**src/hw/rtl/lir_pkg.sv**
```systemverilog
// Shared types and constants of the linear interpolation resampler.
package lir_pkg;

  localparam int SAMPLE_BITS   = 24;
  localparam int FRAC_BITS     = 16;
  localparam int MAX_CHANNELS  = 2;
  localparam int MAX_RESULTS   = 64;
  localparam int INDEX_BITS    = 32;
  localparam int POS_BITS      = INDEX_BITS + FRAC_BITS;
  localparam int STEP_BITS     = 23;
  localparam int CHAN_BITS     = 2;
  localparam int COUNT_BITS    = $clog2(MAX_RESULTS) + 1;
  localparam int CFG_IDX_BITS  = 2;
  localparam int CFG_DATA_BITS = 32;

  typedef enum logic [CFG_IDX_BITS-1:0] {
    REG_CHANNEL_COUNT = 2'd0,
    REG_POSITION_STEP = 2'd1,
    REG_OUTPUT_FRAMES = 2'd2
  } cfg_reg_e;

  typedef struct packed {
    logic signed [SAMPLE_BITS-1:0] sample_a;
    logic signed [SAMPLE_BITS-1:0] sample_b;
    logic                          last_frame;
  } in_t;

  typedef struct packed {
    logic signed [SAMPLE_BITS-1:0] out_a;
    logic signed [SAMPLE_BITS-1:0] out_b;
    logic                          run_last;
    logic                          stream_done;
  } out_t;

  typedef enum logic [2:0] {
    ST_IDLE,
    ST_EVAL,
    ST_MUL,
    ST_ADD,
    ST_LOAD
  } ctrl_state_e;

  typedef struct packed {
    logic capture;
    logic eval;
    logic mul;
    logic add;
    logic load;
    logic finish;
  } ctl_cmd_t;

  typedef struct packed {
    logic more;
    logic out_free;
  } dp_status_t;

endpackage

```
**src/hw/rtl/lir_ctrl.sv**
```systemverilog
// Control state machine of the linear interpolation resampler.
module lir_ctrl import lir_pkg::*; (
  input  logic       clk_i,
  input  logic       rst_ni,
  input  logic       in_valid_i,
  output logic       in_stall_o,
  input  dp_status_t status_i,
  input  logic       more_q_i,
  output ctl_cmd_t   cmd_o
);

  ctrl_state_e state_q, state_d;

  always_ff @(posedge clk_i or negedge rst_ni) begin
    if (!rst_ni) begin
      state_q <= ST_IDLE;
    end else begin
      state_q <= state_d;
    end
  end

  always_comb begin
    state_d    = state_q;
    cmd_o      = '0;
    in_stall_o = 1'b1;
    case (state_q)
      ST_IDLE: begin
        in_stall_o = 1'b0;
        if (in_valid_i) begin
          cmd_o.capture = 1'b1;
          state_d       = ST_EVAL;
        end
      end
      ST_EVAL: begin
        cmd_o.eval = 1'b1;
        if (status_i.more) begin
          state_d = ST_MUL;
        end else begin
          cmd_o.finish = 1'b1;
          state_d      = ST_IDLE;
        end
      end
      ST_MUL: begin
        cmd_o.mul = 1'b1;
        state_d   = ST_ADD;
      end
      ST_ADD: begin
        cmd_o.add  = 1'b1;
        cmd_o.eval = 1'b1;
        state_d    = ST_LOAD;
      end
      ST_LOAD: begin
        if (status_i.out_free) begin
          cmd_o.load = 1'b1;
          if (more_q_i) begin
            state_d = ST_MUL;
          end else begin
            cmd_o.finish = 1'b1;
            state_d      = ST_IDLE;
          end
        end
      end
      default: begin
        state_d = ST_IDLE;
      end
    endcase
  end

endmodule

```
**src/hw/rtl/lir_datapath.sv**
```systemverilog
// Datapath of the linear interpolation resampler: registers, positions and interpolation.
module lir_datapath import lir_pkg::*; (
  input  logic                     clk_i,
  input  logic                     rst_ni,
  input  logic                     cfg_we_i,
  input  logic [CFG_IDX_BITS-1:0]  cfg_idx_i,
  input  logic [CFG_DATA_BITS-1:0] cfg_data_i,
  input  in_t                      in_data_i,
  output out_t                     out_data_o,
  output logic                     out_valid_o,
  input  logic                     out_stall_i,
  input  ctl_cmd_t                 cmd_i,
  output dp_status_t               status_o,
  output logic                     more_q_o
);

  localparam int  PROD_BITS  = SAMPLE_BITS + FRAC_BITS + 1;
  localparam int  SUM_BITS   = PROD_BITS + 1;
  localparam bit  HAS_STEREO = (MAX_CHANNELS >= 2);
  localparam logic [FRAC_BITS:0]   ONE_POS = {1'b1, {FRAC_BITS{1'b0}}};
  localparam logic [SUM_BITS-1:0]  HALF    = SUM_BITS'(1) << (FRAC_BITS - 1);

  function automatic logic [SAMPLE_BITS-1:0] flip_sign(input logic [SAMPLE_BITS-1:0] v);
    flip_sign = {~v[SAMPLE_BITS-1], v[SAMPLE_BITS-2:0]};
  endfunction

  // configuration
  logic [CHAN_BITS-1:0]  chan_cnt_q;
  logic [STEP_BITS-1:0]  step_q;
  logic [INDEX_BITS-1:0] out_frames_q;

  // stream state
  logic [SAMPLE_BITS-1:0] prev_a_q, prev_b_q;
  logic                   have_prev_q;
  logic [INDEX_BITS-1:0]  frame_idx_q;
  logic [POS_BITS-1:0]    pos_q;
  logic [INDEX_BITS-1:0]  emitted_q;

  // per-request control
  logic [COUNT_BITS-1:0] n_q;
  logic                  phase_q, more_q, done_q;

  // per-request payload
  logic [SAMPLE_BITS-1:0] cur_a_q, cur_b_q;
  logic                   last_q, stereo_q;
  logic [PROD_BITS-1:0]   prod_pa_q, prod_ca_q, prod_pb_q, prod_cb_q;
  logic [SAMPLE_BITS-1:0] res_a_q, res_b_q;
  out_t                   out_q;
  logic                   out_valid_q;

  logic                   stereo;
  logic                   below_total, room, interp_ok, tail_ok, cand, next_interp, more;
  logic [FRAC_BITS-1:0]   weight_c;
  logic [FRAC_BITS:0]     weight_p;
  logic [SAMPLE_BITS-1:0] op_pa, op_pb, op_ca, op_cb;
  logic [SUM_BITS-1:0]    sum_a, sum_b;

  assign stereo = chan_cnt_q[1] && HAS_STEREO;

  assign below_total = (emitted_q < out_frames_q);
  assign room        = ~n_q[COUNT_BITS-1];
  assign interp_ok   = (pos_q[POS_BITS-1:FRAC_BITS] < frame_idx_q) && below_total && room;
  assign tail_ok     = last_q && below_total && room;
  assign cand        = phase_q;
  assign next_interp = cand && interp_ok;
  assign more        = next_interp || tail_ok;

  assign weight_c = phase_q ? pos_q[FRAC_BITS-1:0] : '0;
  assign weight_p = ONE_POS - {1'b0, weight_c};
  assign op_pa    = flip_sign(phase_q ? prev_a_q : cur_a_q);
  assign op_pb    = flip_sign(phase_q ? prev_b_q : cur_b_q);
  assign op_ca    = flip_sign(cur_a_q);
  assign op_cb    = flip_sign(cur_b_q);

  assign sum_a = SUM_BITS'(prod_pa_q) + SUM_BITS'(prod_ca_q) + HALF;
  assign sum_b = SUM_BITS'(prod_pb_q) + SUM_BITS'(prod_cb_q) + HALF;

  always_ff @(posedge clk_i or negedge rst_ni) begin
    if (!rst_ni) begin
      chan_cnt_q   <= CHAN_BITS'(2);
      step_q       <= STEP_BITS'(ONE_POS);
      out_frames_q <= INDEX_BITS'(1);
    end else if (cfg_we_i) begin
      case (cfg_idx_i)
        REG_CHANNEL_COUNT: chan_cnt_q   <= cfg_data_i[CHAN_BITS-1:0];
        REG_POSITION_STEP: step_q       <= cfg_data_i[STEP_BITS-1:0];
        REG_OUTPUT_FRAMES: out_frames_q <= cfg_data_i[INDEX_BITS-1:0];
        default: ;
      endcase
    end
  end

  always_ff @(posedge clk_i or negedge rst_ni) begin
    if (!rst_ni) begin
      prev_a_q    <= '0;
      prev_b_q    <= '0;
      have_prev_q <= 1'b0;
      frame_idx_q <= '0;
      pos_q       <= '0;
      emitted_q   <= '0;
      n_q         <= '0;
      phase_q     <= 1'b0;
      more_q      <= 1'b0;
      done_q      <= 1'b0;
      out_valid_q <= 1'b0;
    end else begin
      if (cmd_i.capture) begin
        n_q     <= '0;
        phase_q <= have_prev_q;
      end
      if (cmd_i.eval) begin
        phase_q <= next_interp;
        more_q  <= more;
        done_q  <= (emitted_q == out_frames_q) || (last_q && !more);
      end
      if (cmd_i.mul) begin
        pos_q     <= pos_q + POS_BITS'(step_q);
        emitted_q <= emitted_q + INDEX_BITS'(1);
        n_q       <= n_q + COUNT_BITS'(1);
      end
      if (cmd_i.load) begin
        out_valid_q <= 1'b1;
      end else if (!out_stall_i) begin
        out_valid_q <= 1'b0;
      end
      if (cmd_i.finish) begin
        if (last_q) begin
          prev_a_q    <= '0;
          prev_b_q    <= '0;
          have_prev_q <= 1'b0;
          frame_idx_q <= '0;
          pos_q       <= '0;
          emitted_q   <= '0;
        end else begin
          prev_a_q    <= cur_a_q;
          prev_b_q    <= cur_b_q;
          have_prev_q <= 1'b1;
          frame_idx_q <= frame_idx_q + INDEX_BITS'(1);
        end
      end
    end
  end

  always_ff @(posedge clk_i) begin
    if (cmd_i.capture) begin
      cur_a_q  <= in_data_i.sample_a;
      cur_b_q  <= stereo ? in_data_i.sample_b : '0;
      last_q   <= in_data_i.last_frame;
      stereo_q <= stereo;
    end
    if (cmd_i.mul) begin
      prod_pa_q <= PROD_BITS'(op_pa) * PROD_BITS'(weight_p);
      prod_ca_q <= PROD_BITS'(op_ca) * PROD_BITS'(weight_c);
      prod_pb_q <= PROD_BITS'(op_pb) * PROD_BITS'(weight_p);
      prod_cb_q <= PROD_BITS'(op_cb) * PROD_BITS'(weight_c);
    end
    if (cmd_i.add) begin
      res_a_q <= flip_sign(sum_a[FRAC_BITS +: SAMPLE_BITS]);
      res_b_q <= stereo_q ? flip_sign(sum_b[FRAC_BITS +: SAMPLE_BITS]) : '0;
    end
    if (cmd_i.load) begin
      out_q.out_a       <= res_a_q;
      out_q.out_b       <= res_b_q;
      out_q.run_last    <= ~more_q;
      out_q.stream_done <= done_q;
    end
  end

  assign out_data_o        = out_q;
  assign out_valid_o       = out_valid_q;
  assign status_o.more     = more;
  assign status_o.out_free = ~out_valid_q | ~out_stall_i;
  assign more_q_o          = more_q;

endmodule

```
**src/hw/rtl/linear_interp_resampler_top.sv**
```systemverilog
// Top level of the linear interpolation resampler.
//
//   channel   direction  handshake               payload
//   in        request    in_valid_i / in_stall_o   in_data_i (in_t)
//   out       result     out_valid_o / out_stall_i out_data_o (out_t)
//   cfg       write      cfg_we_i                  cfg_idx_i, cfg_data_i
//
// An input frame yields R results (R up to 64); for each result the one shared
// interpolation unit runs a multiply, an add and an output-load step.
// Reset restores channel_count = 2, position_step = 1.0, output_frames = 1 and an empty stream.
// A stalled output holds its result; the next result waits in the datapath until it is taken.
// The input is taken again once the last result of a frame sits in the output register, or once a frame yields none.
module linear_interp_resampler_top import lir_pkg::*; (
  input  logic                     clk_i,
  input  logic                     rst_ni,
  input  logic                     cfg_we_i,
  input  logic [CFG_IDX_BITS-1:0]  cfg_idx_i,
  input  logic [CFG_DATA_BITS-1:0] cfg_data_i,
  input  logic                     in_valid_i,
  output logic                     in_stall_o,
  input  in_t                      in_data_i,
  output logic                     out_valid_o,
  input  logic                     out_stall_i,
  output out_t                     out_data_o
);

  ctl_cmd_t   cmd;
  dp_status_t status;
  logic       more_q;

  lir_ctrl u_ctrl (
    .clk_i      (clk_i),
    .rst_ni     (rst_ni),
    .in_valid_i (in_valid_i),
    .in_stall_o (in_stall_o),
    .status_i   (status),
    .more_q_i   (more_q),
    .cmd_o      (cmd)
  );

  lir_datapath u_datapath (
    .clk_i       (clk_i),
    .rst_ni      (rst_ni),
    .cfg_we_i    (cfg_we_i),
    .cfg_idx_i   (cfg_idx_i),
    .cfg_data_i  (cfg_data_i),
    .in_data_i   (in_data_i),
    .out_data_o  (out_data_o),
    .out_valid_o (out_valid_o),
    .out_stall_i (out_stall_i),
    .cmd_i       (cmd),
    .status_o    (status),
    .more_q_o    (more_q)
  );

endmodule

```
**config.mk**
```make
export PLATFORM = sky130hd
export DESIGN_NAME = linear_interp_resampler_top
export DESIGN_NICKNAME = d
export VERILOG_FILES = /design/src/hw/rtl/lir_pkg.sv /design/src/hw/rtl/lir_ctrl.sv /design/src/hw/rtl/lir_datapath.sv /design/src/hw/rtl/linear_interp_resampler_top.sv
export SDC_FILE = /design/constraint.sdc
export NUM_CORES = 2
export LEC_CHECK = 0
export BUFFER_PORTS_ARGS = -buffer_cell sky130_fd_sc_hd__buf_2
export CAP_MARGIN = 10
export CORE_UTILIZATION = 55
export CTS_CLUSTER_SIZE = 30
export DETAILED_ROUTE_END_ITERATION = 10
export GPL_ROUTABILITY_DRIVEN = 1
export HOLD_SLACK_MARGIN = 0.06
export PLACE_DENSITY = 0.74
export SKIP_LAST_GASP = 1
export SYNTH_ARGS = -nofsm -noshare
export SYNTH_HDL_FRONTEND = slang
export SYNTH_SLANG_ARGS = --single-unit
export TNS_END_PERCENT = 30
```
**constraint.sdc**
```tcl
create_clock -name clk_i -period 8.9 [get_ports clk_i]
set_input_delay 0.89 -clock clk_i [delete_from_list [all_inputs] [get_ports clk_i]]
set_output_delay 0.89 -clock clk_i [all_outputs]
set_load 0.01 [all_outputs]
```
==> summary.md <==
| Metric | Value |
|---|---|
| Ys Warns | `0` |
| Clock latency on the worst-skew pair | `~0.70 ns` |
| Slew Limit Fails | `0` |
| Fill cell instance count of the final layout | `~12000` |
| Max Clk Rate | `about 110 MHz` |
| Flip-flop and latch area | `0.0150 mm^2` |
| Mux share of post-synthesis cell area | `between 2 and 2.5%` |
| CORE AREA | `0.138 mm^2` |
| CTS root buf | `clkbuf_16` |
| Worst Reg2Reg Path Length in Cells | `33` |
| DRC Markers | `0` |
| Layout cell share with drive strength beyond 1 | `under 10%` |
| CP Capture Type | `register` |
| Reg-to-reg startpoint | `u_datapath.cand$_DFFE_PN0P_` |
| Slowest CP cell | `fa_1` |
| Nets@finish | `around 10000` |
| Global route total overflow | `0` |
| Initial antenna violation count | `12` |
| Die Span Y | `~370 um` |
| Synth area leader | `fa_1` |
| Post-synth top flop | `edfxtp_1` |
| Critical Path Source Type | `register` |
| TritonCTS clock tree | `yes` |
| Die Area | `about 0.14 mm^2` |
| Iter 0 DRT Violations | `~5500` |
| Mapped Avg Cell Area | `between 9 and 10 um^2` |
| Top-area cell type share of the netlist area | `33.2%` |
| First-pass GRT wire length | `between 300 and 400 mm` |
| Max_cap viols | `0` |
| DRT Pass-1 Iters | `8` |
| Post-synth cell types | `80` |
| DP HPWL | `178 mm` |
| Sequential share of the synthesized area | `about a fifth` |
| Hold_buf cts | `0` |
| Cell row count | `136` |
| FFs w/ async S/R, synth | `between 40 and 50%` |
| Post-synthesis xor/xnor area fraction | `3.09%` |
| Status | `completed` |
| Chip width | `around 370 um` |
| Slowest stage delay, CP | `roughly 0.55 ns` |
| Port buffer count | `around 140` |
| Critical Path AT | `9.16 ns` |
| # IOs | `140` |
| Pin count of the biggest net entering global routing | `around 150` |
| Largest family of logic cells by synthesized area | `adder cells` |
| CP Launch Point | `u_datapath.cand$_DFFE_PN0P_` |
| Final hold vios | `0` |
| Total CTS buffers | `67` |
| CTS sink cnt | `~540` |
| Simple-Gate Fraction of Synth Area | `between 10% and 20%` |
| Starting density of the core | `between 50% and 60%` |
| Count leader, synth | `inv_1` |
| H-tree levels | `3` |
| Critical path fanouts, max | `9` |
| Post-Syn Area | `about 0.076 mm^2` |
| Vias per Instance | `approximately 5.9` |
| Post-synth EDFFs | `slightly above 300` |
| Slew HR | `between 10% and 20%` |
| Fin Clk Skew | `about 0.044 ns` |
| Adder-cell share of the synthesized area | `roughly 44%` |
| Worst setup path class | `reg2reg` |
| Setup violators final | `0` |
| Worst Path Required | `around 9.3 ns` |
| Gp weighted congestion | `1.00` |
| Clock Path Buffers | `3` |
| DRT antenna net count | `0` |
| Setup TNS | `0 ns` |
| Multi-input gate area | `0.0544 mm^2` |
| Reg clk slew, reported paths | `about 0.06 ns` |
| Vias in the first global route | `between 60000 and 70000` |
| Synth cell count leaders | `inv_1 (1597), nand2_1 (1316), fa_1 (1269), ha_1 (686), nor2_1 (484)` |
| Synth Instances | `just over 8000` |
| Syn nets | `10200` |
| Final wirelength | `~230 mm` |
| Tightest Pin Transition | `1.24 ns` |
| Fin crit share | `98.1%` |
| Top area cells in the synthesized netlist | `fa_1 (33%), edfxtp_1 (12%), ha_1 (11%), inv_1 (7.8%), dfrtp_1 (7.5%)` |
| DR WL/cell | `22.8 um` |
| RSZ-0062 raised after global routing | `yes` |
| Area Growth Syn to Fin | `7.99%` |
| Worst Hold Class | `in2async` |
| Vias post-DR | `59200` |
| Final min period | `8.73 ns` |
| Gr usage total | `between 30% and 40%` |
| Flops & latches, synth | `between 500 and 600` |
| Compound-Gate Fraction of Synth Area | `around 6.5%` |
cell families (layout without fill, tap and decap cells):
group | count (synthesis) | after routing
XOR/XNOR | 268 | 268
adder cells (fa/ha/maj) | 1955 | 1955
buffers and inverters | 1980 | 2095
flip-flops | 539 | 539
AND/OR/NAND/NOR | 2481 | 2481
AO/OA/AOI/OAI | 792 | 792
other | 0 | 5
multiplexers | 151 | 151
cell type report:
type | count | area share (%)
multi-input combinational | 5647 | 65.9
sequential | 539 | 18.2
inverter | 1599 | 7.28
timing repair buffer | 373 | 3.19
tap | 1794 | 2.72
clock buffer | 86 | 2.24
clock inverter | 37 | 0.427
antenna | 5 | 0.0152
registers in the layout, summed over array words and instances, names as in the netlist, 3 cells and up:
signal / cells
u_datapath.n_q: 7
u_datapath.pos_q: 48
u_datapath.prod_pb_q: 40
u_datapath.prod_ca_q: 40
u_datapath.prod_pa_q: 40
u_datapath.step_q: 23
u_datapath.res_a_q: 24
u_datapath.cur_b_q: 24
u_datapath.cur_a_q: 24
u_datapath.out_data_o: 50
u_datapath.prev_a_q: 24
u_datapath.prev_b_q: 24
u_datapath.out_frames_q: 32
u_datapath.prod_cb_q: 40
u_ctrl.state_q: 3
u_datapath.emitted_q: 32
u_datapath.frame_idx_q: 32
u_datapath.res_b_q: 24
cells in the final DEF, fill, tap and decap left out, drive strengths merged, types with 95 or more instances in the layout:
cell type  instances
o21ai            207
and3             304
buf              373
edfxtp           308
dfrtp            228
ha               686
inv             1607
mux2             104
nand2           1318
a21oi            217
fa              1269
a21o              95
xnor2            184
nor2             484
what timing repair did:
action	in CTS	in global routing
pin swaps	0	17
setup buffers	0	18
resized for setup	3	68
gates cloned	0	1
endpoints found under the setup margin	4	14
per-layer routing:
| layer | vias up | global-route usage (%) | wire length (um) |
|---|---|---|---|
| met5 | - | 0 | 13 |
| met4 | 2 | 16.2 | 12400 |
| met3 | 676 | 7.83 | 26200 |
| met2 | 3164 | 52.0 | 103000 |
| met1 | 29700 | 44.0 | 87700 |
| li1 | 25700 | - | - |
worst max-delay path: cells and delay by family, from the launching register on:
family                   cells  cell delay, ns
AND/OR/NAND/NOR             10            2.16
buffers and inverters        9            1.03
XOR/XNOR                     2            0.44
flip-flops                   1            0.48
AO/OA/AOI/OAI                4            0.96
adder cells (fa/ha/maj)      8            3.35
path summary, 6_finish.rpt:
| check | slack, ns | endpoint |
|---|---|---|
| max in group asynchronous | 7.31 | u_datapath.emitted_q[4]$_DFF_PN0_ |
| min in group clk_i | 0.38 | u_datapath.cur_a_q[23]$_DFFE_PP_ |
| setup reg to reg | 0.17 | u_datapath.prod_pa_q[38]$_DFFE_PN_ |
| hold / removal | 0.29 | u_datapath.prev_b_q[18]$_DFFE_PN0P_ |
| setup / recovery | 0.17 | u_datapath.prod_pa_q[38]$_DFFE_PN_ |
| hold reg to reg | 0.42 | u_datapath.out_data_o[41]$_DFFE_PP_ |
per-stage QoR:
step	cell area (um^2)	util [%]	std cells	setup slack (ns)	hold slack, ns
global route	82600	60.0	10100	-0.114	0.347
detailed placement	79900	58.0	9933	-0.0113	0.405
finish	82600	60.0	10100	0.172	0.288
CTS	82100	59.6	10100	0.0142	0.299
floorplan	76500	-	8166	0.0292	0.400
global placement	79900	58.0	9933	0.0563	0.400
Power is left out: the tool's default activity adds up to more than one toggle a clock period on the data nets, which glitch-free logic cannot reach.
